$ cat src/rtl/core/tile_dedup_with_flips_assert.svh
// Assertion macros shared by the tile dedup RTL.
// Depends on nothing; included by modules that assert.
`ifndef TILE_DEDUP_WITH_FLIPS_ASSERT_SVH
`define TILE_DEDUP_WITH_FLIPS_ASSERT_SVH
// Implication checked every clock outside reset.
`define TDF_ASSERT_IMP(label, clk, rst, ante, cons) \
  label: assert property (@(posedge clk) disable iff (rst) (ante) |-> (cons)) \
    else $error("tdf assertion failed");
// Next-cycle implication checked outside reset.
`define TDF_ASSERT_NEXT(label, clk, rst, ante, cons) \
  label: assert property (@(posedge clk) disable iff (rst) (ante) |=> (cons)) \
    else $error("tdf assertion failed");
`endif

$ cat src/rtl/core/tdf_pkg.sv
// Package for the tile dedup block: types and constants.
// Depends on nothing.
package tdf_pkg;
  localparam int unsigned RowW = 32;
  localparam int unsigned IdxW = 11;
  localparam int unsigned RowsPerTile = 8;

  // Tile handed from front to back.
  typedef struct packed {
    logic [RowsPerTile-1:0][RowW-1:0] rows;
  } tile_t;

  // Result word.
  typedef struct packed {
    logic [IdxW-1:0] tile_index;
    logic            hflip;
    logic            vflip;
    logic            is_new;
    logic            store_full;
  } result_t;

  function automatic logic [RowW-1:0] rev_nib(input logic [RowW-1:0] v);
    logic [RowW-1:0] r;
    r = '0;
    for (int k = 0; k < 8; k++) begin
      r[4*k +: 4] = v[4*(7-k) +: 4];
    end
    return r;
  endfunction
endpackage

$ cat src/rtl/core/tdf_front.sv
// Front part: collect eight row words into a tile and push it into a
// two-entry queue toward the search engine. Depends on tdf_pkg.
`include "tile_dedup_with_flips_assert.svh"
module tdf_front (
  input  logic           clk,
  input  logic           rst,
  input  logic           row_valid,
  output logic           row_ready,
  input  logic [31:0]    row_pixels,
  output logic           q_valid,
  input  logic           q_ready,
  output tdf_pkg::tile_t q_tile
);
  logic [2:0] row_count;
  logic [tdf_pkg::RowsPerTile-1:0][31:0] rows;
  tdf_pkg::tile_t qmem [2];
  logic wp, rp;
  logic [1:0] fill;
  logic push, pop;

  // Hold rows while the queue is full and the last row waits.
  assign row_ready = (row_count != 3'd7) || (fill != 2'd2);
  assign push = row_valid && row_ready && (row_count == 3'd7);
  assign q_valid = fill != 2'd0;
  assign pop = q_valid && q_ready;
  assign q_tile = qmem[rp];

  always_ff @(posedge clk) begin
    if (row_valid && row_ready) begin
      rows[row_count] <= row_pixels;
    end
    if (push) begin
      qmem[wp].rows <= {row_pixels, rows[6:0]};
    end
    if (rst) begin
      row_count <= '0;
      wp <= 1'b0;
      rp <= 1'b0;
      fill <= '0;
    end else begin
      if (row_valid && row_ready) row_count <= row_count + 3'd1;
      if (push) wp <= ~wp;
      if (pop) rp <= ~rp;
      fill <= fill + {1'b0, push} - {1'b0, pop};
    end
  end

  `TDF_ASSERT_IMP(a_no_overflow, clk, rst, push, fill != 2'd2)
  `TDF_ASSERT_IMP(a_no_underflow, clk, rst, pop, fill != 2'd0)
  `TDF_ASSERT_NEXT(a_push_fills, clk, rst, push && !pop, fill != 2'd0)
endmodule

$ cat config.mk
export PLATFORM = sky130hd
export DESIGN_NAME = tdf_front
export DESIGN_NICKNAME = d
export VERILOG_FILES = /design/src/rtl/core/tdf_pkg.sv /design/src/rtl/core/tdf_front.sv
export VERILOG_INCLUDE_DIRS = /design/src /design/src/rtl/core
export SDC_FILE = /design/constraint.sdc
export NUM_CORES = 1
export LEC_CHECK = 0
export BUFFER_PORTS_ARGS = -buffer_cell sky130_fd_sc_hd__buf_2
export CAP_MARGIN = 20
export CORE_MARGIN = 5
export CORE_UTILIZATION = 40
export CTS_CLUSTER_DIAMETER = 40
export DETAILED_ROUTE_END_ITERATION = 6
export SYNTH_ARGS = -nofsm -noshare
export SYNTH_HDL_FRONTEND = slang
export SYNTH_SLANG_ARGS = --single-unit
$ cat constraint.sdc
create_clock -name clk -period 16.52 [get_ports clk]
set_input_delay 2.478 -clock clk [delete_from_list [all_inputs] [get_ports clk]]
set_output_delay 2.478 -clock clk [all_outputs]
set_load 0.01 [all_outputs]
* Word-level counts from Yosys, hierarchy flattened
Memory sizes are Yosys's and may differ from the RTL's. A register that Yosys moved wholly into a read port is not among the register bits.
Cells that the tools add are included.
** Operators by class
- Bitwise operators :: 2
- Muxes and demuxes :: 7
- Equal/unequal tests :: 3
- Add/sub/neg operators :: 3
- Magnitude comparators :: 2
- Reductions and logical operators :: 6
** Operator list (number)
- bitwise mux 256 bit :: 1
- demux 32 bit (select 3 bit) :: 1
- 2-to-1 mux 32 bit :: 1
- logical AND 1 bit :: 4
- less-than comparator 3 x 4 -> 1 bit, second input constant :: 1
- 2-to-1 mux 1 bit :: 4
- adder 3 x 1 -> 3 bit, second input constant :: 1
- equality test 3 bit, second input constant :: 1
- greater-or-equal comparator 3 x 1 -> 1 bit, second input constant :: 1
- inequality test 3 bit, second input constant :: 1
- adder 2 x 1 -> 2 bit :: 1
- inequality test 2 bit, second input constant :: 1
- inverter 1 bit :: 2
- nonzero test 2 bit :: 1
- subtractor 2 x 1 -> 2 bit :: 1
- logical OR 1 bit :: 1
** Word-level totals
- Output and inout port bits :: 258
- Bits in writable memories :: 512
- Bits in registers :: 263
- Memories :: 1
** Memories
- qmem :: depth 2, bits a word 256, read ports 1, clocked after memory_dff 1, wr ports 1, RTL line tdf_front.sv:16 : tdf_pkg::tile_t qmem [2];

* Depth between registers and ports, before layout
- Depth after elaboration :: 6
- Depth in mapped cells :: 8
- Gate-level depth less buffers :: 8

* Worst setup path before layout
OpenSTA, ideal clock, no wires.
- Path type :: input port to flip-flop
- From :: in row_valid
- To :: mem qmem[0][0] in the netlist's numbering (enable)
- Stages :: 3
- Slack :: 1674 ps
- Arrival time :: 13938 ps
- Path buffers :: 0
- Setup time :: 908 ps
- Required time :: 15612 ps
- Path through :: nand2_2 a21oi_2 nor2b_1
** On the way
- Longest elaborated chain between the ends :: 4
** Ends and longest elaborated chain
- start, declared :: RTL line tdf_front.sv:7 : input logic row_valid,
- logical AND 1 bit (2 in series) :: RTL line tdf_front.sv:23 : assign push = row_valid && row_ready && (row_count == 3'd7);
- 2-to-1 mux 1 bit :: RTL line tdf_front.sv:32 : if (push) begin
- 2-to-1 mux 1 bit (not written as such) :: RTL line tdf_front.sv:33 : qmem[wp].rows <= {row_pixels, rows[6:0]};
- end, declared :: RTL line tdf_front.sv:16
Every way passes these cells.

==> out/qor.csv <==
stage,metric,value,unit
run_status,run_status,completed,
setup_path,critPathCapture,q_tile[130],
cells_and_area,instances_no_fill,2392,
sta,hold_violations,0,
run,cap_viol_max_count,0,
setup_path,timing.reg2reg.worst_path_depth,7,
setup_path,setup.worst_path.class,flop to output pin,
power_and_ir_drop,p_per_area,134,nW/um^2
place,port-buffer-count,293,
sta,worst_slew_pin_slew,1.01,ns
setup_path,crit_start_category,flop,
setup_path,timing.critical_path.fanout_max,61,
place,hpwl_reported_at_the_end_of_detailed_placement,30000,um
die,die_width,264,um
drt,vias_per_cell,4.75,
synth,yosys_most_used_dff,sky130_fd_sc_hd__edfxtp_1,
sta,setup_violations,0,
cells_and_area,antenna-diode-count,0,
sta,slew_viol_final,0,
power_and_ir_drop,power.static_leakage,10.6,nW
cells_and_area,fraction_of_layout_cells_with_a_size_suffix_above_1,48.1,%
synth,count_of_state_elements_after_synthesis,744,
synth,synth-async-reset-ratio,0,%
clock_tree,reg_clk_slew_reported_paths,0.05,ns
sta,timing.final.crit_share,36.8,%
die,pin_count,294,
synth,number_of_enable_type_register_cells_in_the_synthesized_netlist,736,
die,floorplan.core_area,64100,um^2
sta,worst_slew_margin,32.4,%
synth,synthMostInstantiatedCell,sky130_fd_sc_hd__edfxtp_1,
drt,drc_errors,0,
clock_tree,max-clock-path-buffers,3,
clock_tree,cts_post_setup_buffers_inserted,0,
drt,pre_repair_dr_iteration_count,5,
sta,total_negative_setup_slack,0,ns
drt,wl_met1,20500,um
clock_tree,cts.repair.resized,0,
die,row_count,93,
min_path,min-delay-start,rows[176]$_DFFE_PP_,
synth,synth.largest_area_cell,sky130_fd_sc_hd__edfxtp_1,
setup_path,regToRegEndpoint,qmem[1][14]$_DFFE_PP_,
min_path,hp-class,flop to flop,
setup_path,arrival,3.61,ns
place,routabilityCongestion,0.781,
synth,synth_common_cells,"sky130_fd_sc_hd__edfxtp_1 (736), sky130_fd_sc_hd__mux2_2 (256), sky130_fd_sc_hd__buf_6 (20), sky130_fd_sc_hd__dfxtp_1 (8), sky130_fd_sc_hd__buf_4 (7)",
synth,synthDominantCellAreaShare,86.0,%
setup_path,timing.critical_path.required,14.04,ns
drt,final_antenna_net_count,0,
sta,fin_skew,0.0216,ns
synth,netlist_area,25700,um^2
die,floorplan.initialDensity,40.1,%
die,die_boundary_height,264,um
drt,total_number_of_vias,11400,
synth,synthesis.instances,1074,
synth,ys_seq_area_share,86.6,%
global_route,grt_pass1_vias,12100,
sta,clock.fmax,0.164,GHz
synth,yosys.cell_types.count,28,
sta,post-route-min-period,6.09,ns
global_route,groute.usage.overall,14.3,%
global_route,initial_antenna_violation_count,0,
synth,post_synth_main_area_contributors,"sky130_fd_sc_hd__edfxtp_1 (86%), sky130_fd_sc_hd__mux2_2 (11%), sky130_fd_sc_hd__buf_6 (0.88%), sky130_fd_sc_hd__dfxtp_1 (0.62%), sky130_fd_sc_hd__buf_4 (0.20%)",
sta,grt_setup_unrepaired,false,
clock_tree,clock_insertion_delay_worst_skew,0.64,ns
global_route,globalRoute.totalOverflow,0,
drt,met3WireLength,2560,um
drt,met2WireLength,26200,um
power_and_ir_drop,worst_ir_drop_vdd,0.127,mV
place,place.detailed.instances,2212,
synth,yosys_warnings,0,
clock_tree,cts.sinks,744,
drt,detail_route.wirelength,51100,um
synth,syn_nets,1113,
drt,wire_per_inst,21.4,um
clock_tree,clock-root-buffer,sky130_fd_sc_hd__clkbuf_16,
clock_tree,cts_tree,done,
global_route,largest_net_degree_at_the_start_of_global_routing,83,
setup_path,worst_r2r_startpoint,row_count[0]$_SDFFE_PP0P_,
cells_and_area,nNetsFinal,1497,
setup_path,reg2reg_setup_slack,12.39,ns
cells_and_area,filler_cell_count,5194,
cells_and_area,layout-area-overhead-vs-synth,22.4,%
clock_tree,holdBufCountCts,0,
synth,postSynthAreaPerCell,23.9,um^2
clock_tree,cts-buffers-inserted,97,
drt,detailedRoute.firstIterationViolations,691,
setup_path,critPathCaptureType,output pin,
die,floorplan.die_area,69500,um^2
global_route,grt_pass1_wl,75200,um
drt,topRoutingLayerUsed,met4,
clock_tree,cts_max_level,3,
==> area by class of cell <==
class | instances | area, um^2 | share of cell area (%)
repair buffers | 314 | 1660 | 5.29
clock buffers | 110 | 2500 | 7.94
clock inverters | 68 | 757 | 2.41
inverters | 2 | 7.51 | 0.0239
multi-input cells | 299 | 3210 | 10.2
flip-flops and latches | 744 | 22300 | 70.7
well taps | 855 | 1070 | 3.40
==> worst max-delay path, stage by stage, from the launching register on <==
cell and delay (ns):
sky130_fd_sc_hd__dfxtp_4 0.84, sky130_fd_sc_hd__buf_4 0.79, sky130_fd_sc_hd__buf_4 0.71, sky130_fd_sc_hd__mux2_2 0.42, sky130_fd_sc_hd__buf_2 0.14
==> metal layers <==
layer | up-vias | track usage, %
met2 | 310 | 24.6
met5 | - | 0
met1 | 5858 | 17.3
li1 | 5103 | -
met4 | 0 | 6.14
met3 | 97 | 3.42
==> placed cells by master (no fill, tap or decap), types with 2 or more instances in the layout <==
cell type                    instances
sky130_fd_sc_hd__edfxtp_1          736
sky130_fd_sc_hd__buf_2             293
sky130_fd_sc_hd__mux2_2            256
sky130_fd_sc_hd__clkbuf_16          98
sky130_fd_sc_hd__buf_4              19
sky130_fd_sc_hd__clkinv_1           13
sky130_fd_sc_hd__clkbuf_1           12
sky130_fd_sc_hd__clkinv_2           12
sky130_fd_sc_hd__bufinv_16          11
sky130_fd_sc_hd__clkinvlp_4          9
sky130_fd_sc_hd__clkinv_4            8
sky130_fd_sc_hd__inv_6               7
sky130_fd_sc_hd__dfxtp_1             7
sky130_fd_sc_hd__nand2_1             5
sky130_fd_sc_hd__nor3_2              5
sky130_fd_sc_hd__inv_8               5
sky130_fd_sc_hd__nor2_1              4
sky130_fd_sc_hd__nand3_1             3
sky130_fd_sc_hd__ha_1                3
sky130_fd_sc_hd__nand2b_1            2
sky130_fd_sc_hd__nor2_4              2
sky130_fd_sc_hd__nand2_2             2
sky130_fd_sc_hd__inv_1               2
sky130_fd_sc_hd__xnor2_1             2
sky130_fd_sc_hd__a21oi_1             2
sky130_fd_sc_hd__xor2_1              2
sky130_fd_sc_hd__clkinv_8            2
sky130_fd_sc_hd__buf_16              2
==> worst min path at each step <==
stage | depth (start not counted) | end | slack, ns
final | 0 | qmem[1][176]$_DFFE_PP_ | 0.43
after global routing | 0 | qmem[1][6]$_DFFE_PP_ | 0.45
after CTS | 0 | qmem[1][176]$_DFFE_PP_ | 0.43
after detailed placement | 0 | qmem[0][49]$_DFFE_PP_ | 0.43
after global placement | 0 | qmem[0][180]$_DFFE_PP_ | 0.42
after floorplan | 0 | qmem[0][0]$_DFFE_PP_ | 0.42
==> power by group <==
part           internal [mW]  switching (mW)
clock                   1.27           0.786
combinational         0.0307          0.0512
sequential              2.08         0.00911
total                   3.38           0.846
==> through the flow <==
step,area (um^2),utilization [%],power (mW),setup WS (ns),hold slack (ns)
after CTS,31400,49.0,4.29,10.32,0.429
after detailed placement,28200,43.9,2.21,10.62,0.429
final,31500,49.1,4.23,10.43,0.429
after global routing,31500,49.1,4.38,10.19,0.446
after global placement,28200,43.9,2.21,10.65,0.422
after floorplan,25700,-,2.17,1.67,0.421
==> cell families (layout without fill, tap and decap cells) <==
family	Yosys count	in the layout	share of synthesized area, %
and+or+nand+nor	31	31	0.662
buffers and inverters	31	494	1.14
xor gates and xnor gates	4	4	0.136
adders and majority gates	3	3	0.146
muxes	256	256	11.2
DFF	744	744	86.6
AOI/OAI and AO/OA	5	5	0.127
==> flip-flops by register name (all words and copies together) (netlist names), named ones only <==
register,count
rows,224
fill,2
wp,1
rp,1
row_count,3
qmem,512
(Power assumes the default switching activity.)
